**config.mk**
```make
export PLATFORM = sky130hd
export DESIGN_NAME = sps_ram
export DESIGN_NICKNAME = d
export VERILOG_FILES = /design/src/hw/rtl/sps_ram.sv
export SDC_FILE = /design/constraint.sdc
export NUM_CORES = 1
export LEC_CHECK = 0
export BUFFER_PORTS_ARGS = -buffer_cell sky130_fd_sc_hd__buf_4
export CAP_MARGIN = 10
export CELL_PAD_IN_SITES_DETAIL_PLACEMENT = 0
export CELL_PAD_IN_SITES_GLOBAL_PLACEMENT = 1
export CORE_MARGIN = 4
export CORE_UTILIZATION = 53
export CTS_CLUSTER_SIZE = 30
export DETAILED_ROUTE_END_ITERATION = 8
export MAX_ROUTING_LAYER = met4
export PLACE_DENSITY_LB_ADDON = 0.1
export REMOVE_ABC_BUFFERS = 1
export SYNTH_ARGS = -nofsm -noshare
export SYNTH_HDL_FRONTEND = slang
export SYNTH_SLANG_ARGS = --single-unit
```
**constraint.sdc**
```tcl
create_clock -name clk -period 2.2 [get_ports clk]
set_input_delay 0.44 -clock clk [delete_from_list [all_inputs] [get_ports clk]]
set_output_delay 0.44 -clock clk [all_outputs]
set_load 0.01 [all_outputs]
```
**src/hw/rtl/sps_ram.sv**
```systemverilog
// generic simple dual-port ram, registered read
// no dependencies
module sps_ram #(
    parameter int WIDTH = 8,
    parameter int DEPTH = 16
) (
    input  logic                     clk,
    input  logic                     we,
    input  logic [$clog2(DEPTH)-1:0] waddr,
    input  logic [WIDTH-1:0]         wdata,
    input  logic [$clog2(DEPTH)-1:0] raddr,
    output logic [WIDTH-1:0]         rdata
);
    logic [WIDTH-1:0] mem [DEPTH];

    always_ff @(posedge clk)
    begin
        if (we)
        begin
            mem[waddr] <= wdata;
        end
        rdata <= mem[raddr];
    end
endmodule

```
=== Yosys cells after proc, flatten, opt, wreduce, memory -nomap -nowiden ===
Memory sizes are Yosys's and may differ from the RTL's. A register that Yosys moved wholly into a read port is not among the register bits.
Index checks and enable logic that the tools add are counted.
Widths: inputs -> output; s select.

* Register bits: 0
* RAM bits: 128
* Bits of input ports: 18
* Output and inout bits: 8
* Memories kept: 1

* Muxes and demuxes: 2

{| class="wikitable"
|+ Memories
! memory !! depth !! bits a word !! read ports !! clocked after memory_dff !! write ports !! RTL line !! source
|-
| mem || 16 || 8 || 1 || 1 || 1 || 14 || <nowiki>logic [WIDTH-1:0] mem [DEPTH];</nowiki>
|}

{| class="wikitable"
|+ Operators with widths
! operator !! count
|-
| $mux 1 || 2
|}

=== Depth between registers and ports, before layout ===
* Depth after elaboration: 2
* Mapped depth: 5
* Gate-level depth less buffers: 3

=== Worst setup path after synthesis ===
No wires, ideal clock.

* Path type: input -> register
* Start point: input port waddr[2]
* End point: memory mem[0][0] (enable)
* Setup time: 383 ps
* Arrival: 1550 ps
* Data required time: 1817 ps
* Setup slack: 267 ps
* Stages on the path: 2
* Path buffers: 0
* Path through: or3b_2 -> nor3_1

{| class="wikitable"
|+ RTL lines
! element !! RTL line !! source
|-
| start, declared || 9 || <nowiki>input logic [$clog2(DEPTH)-1:0] waddr,</nowiki>
|-
| end, declared || 14 ||
|}

No word-level cell before the write port.

=== Worst setup path in the final report ===
* Start point: register rdata[4] (read register of mem)
* End point: output port rdata[4]

{| class="wikitable"
|+ RTL lines
! element !! RTL line !! source
|-
| start, declared || 12 || <nowiki>output logic [WIDTH-1:0] rdata</nowiki>
|}

No word-level cell between the ends.

==> results.md <==
* Unrepaired setup endpoints after global routing: false
* CTS sink count at approximately 140
* Worst Tran Pin Value at 0.467 ns
* Leak at 0.00215 µW
* CP max stage cell: dfxtp_1
* Int Pwr at 5000 µW
* Row count at 35
* Post_cts resized at 0
* Synth Instances at 229
* Synth top area cells: edfxtp_1 75%, mux4_2 7.9%, mux4_1 7.1%
* Period utilization at 66.5%
* FF-to-FF path depth at 3
* CP startpoint kind: flip-flop
* Metal-1 WL at ~4600 µm
* Final Skew at 0.0148 ns
* Routed wire per std cell at 24.2 µm
* Post-Syn Area at 5150 µm²
* Ys Warns at 0
* Area Growth Syn to Fin at 21.4%
* Count of final max-slew check failures at 0
* Initial antenna violation count at 0
* CP arrival at 1.02 ns
* Area leader, netlist: edfxtp_1
* First-pass GRT wire length at 15900 µm
* # hold bufs at CTS at 0
* Final Setup Violations at 0
* Number of DRC markers in iteration 0 at about 160
* Final min period at 1.46 ns
* Reg-to-Reg Start: mem[3][7]$_DFFE_PP_
* Yosys top cell area share at between 70% and 80%
* Setup CP Type: reg2out
* Commonest cells after routing, fill and taps aside: 128 x edfxtp_1, 46 x buf_4, 18 x mux4_2
* DIE HEIGHT at 107 µm
* Logic pwr share at 4.8%
* Core area at 9330 µm²
* # fillers at 614
* # IOs at 26
* Worst Setup SP: rdata[4]$_DFF_P_
* Placer Congestion at 0.768
* Vias at around 2500
* Total net switching power at 1190 µW
* Yosys reg bits at 136
* Critical R2R Capture: rdata[7]$_DFF_P_
* CTS max path bufs at 2
* Reg clk slew, reported paths at ~0.060 ns
* DRC at 0
* CP bufs+invs at 1
* Via-to-Cell Ratio at 5.78
* Sequential fraction of the synthesis area at 77.8%
* Largest net degree at the start of global routing at 33
* Post-synth cell types at 19
* Met2 WL post-DR at approximately 4900 µm
* Reg-to-reg slack, setup at 0.81 ns
* Grt total ovfl at 0
* Max-cap violations at 0
* Final setup TNS at 0 ns
* CP Max Fanout at 1
* Worst stage delay on the critical path at 0.37 ns
* Die Area at 11400 µm²
* Detail Placement HPWL at 6290 µm
* Critical Path Stages at 1
* Sw Ratio at 19.2%
* Worst Hold Class: in2reg
* Die Wd at 107 µm
* Relative slew slack at 68.9%
* Vias in the first global route at 2548
* Mapped Avg Cell Area at about 22 µm²
* Setup bufs post-CTS at 0
* Fraction of layout cells with a size suffix above 1 at roughly a third
* CTS tree: built
* Max VDD drop at 0.520 mV
* CTS H-Tree Depth at 4
* Routed Antenna Nets at 0
* DR WL met3 at 700 µm
* Status: complete, no violations
* Buffers on Ports at 25
* 1st-pass router iterations at 4
* Worst-skew pair later-pin latency at 0.52 ns
* Sequential power share at 47.1%
* Cell family with most CP delay: flip-flops
* GRT Total Usage at 20.8%
* Setup crit end: rdata[4]
* Power after layout at 6190 µW
* Critical path cell sequence: buf_4
* Worst EP required at 1.76 ns
* Max Clock Freq at 684 MHz
* Power per cell area at ~990 nW/µm²
* Top layer in use: met4
* Total wire length at between 10000 and 15000 µm
* Cts bufs inserted at 17
* Initial Utilization at 55.2%
* Fin nets at just over 300
* Clock Power Share at 48.1%
* Nature of the critical path endpoint: output pin
* Commonest non-fill, non-tap cell in the layout: edfxtp_1
* Diode count at 0
* Hold Vio Cnt, Final at 0
* Root buf cell: clkbuf_8
## logic make-up (layout without fill, tap and decap cells)
| family | count (synthesis) | after routing | share of synthesized area (%) |
|---|---|---|---|
| buf+inv | 10 | 80 | 1.68 |
| simple gates | 35 | 35 | 3.18 |
| compound gates | 16 | 16 | 2.33 |
| flops | 136 | 136 | 77.8 |
| mux | 32 | 32 | 15.0 |
## registers in the layout, summed over array words and instances, names as in the netlist
register	cells
rdata	8
mem	128
## cell usage after synthesis (all sizes together)
master           n
nand2            9
nand2b           2
clkdlybuf4s25    3
mux4            32
dfxtp            8
nor2b            1
buf              7
and2             1
nor3             4
edfxtp         128
nand3b           2
a22oi           16
nand3            1
and2b            1
or3b             1
nor2            13
## through the flow
| step | setup slack, ns | hold WS [ns] | util (%) | std cells | instance area (µm²) |
|---|---|---|---|---|---|
| 6_report | 0.738 | 0.232 | 67.0 | 428 | 6250 |
| 5_1_grt | 0.664 | 0.221 | 67.0 | 428 | 6250 |
| 4_1_cts | 0.719 | 0.214 | 67.0 | 428 | 6250 |
| 3_5_place_dp | 0.321 | 0.673 | 60.1 | 396 | 5610 |
| 3_3_place_gp | 0.309 | 0.650 | 60.1 | 396 | 5610 |
| 2_1_floorplan | 0.267 | 0.539 | - | 219 | 5060 |
## worst min-delay path by stage
stage,start,endpoint,slack (ns),depth (start not counted)
detailed placement,mem[13][5]$_DFFE_PP_,rdata[5]$_DFF_P_,0.67,3
global route,wdata[3],mem[13][3]$_DFFE_PP_,0.22,1
finish,wdata[6],mem[14][6]$_DFFE_PP_,0.23,1
CTS,wdata[6],mem[6][6]$_DFFE_PP_,0.21,1
global placement,mem[12][2]$_DFFE_PP_,rdata[2]$_DFF_P_,0.65,3
floorplan,wdata[0],mem[0][0]$_DFFE_PP_,0.54,0
## routing by layer
layer,vias up,GRT usage [%]
li1,1087,-
met1,1278,28.8
met2,100,30.0
met3,7,7.16
met4,0,5.75
met5,-,-
## power groups by stage
stage	Clock, µW	Sequential [µW]	Combinational (µW)
global route	3170	2920	323
CTS	3020	2910	302
detailed placement	0	2970	300
global placement	0	2960	295
floorplan	0	2970	116
finish	2980	2910	298
## final cells by class
| type | instances | area, µm² | area share, % |
|---|---|---|---|
| sequential | 136 | 4000 | 64.1 |
| multi-input combinational | 83 | 1060 | 16.9 |
| clock buffer | 22 | 473 | 7.57 |
| timing repair buffer | 48 | 385 | 6.17 |
| clock inverter | 10 | 166 | 2.66 |
| tap | 129 | 161 | 2.58 |
Power figures use the tool's default switching activity.
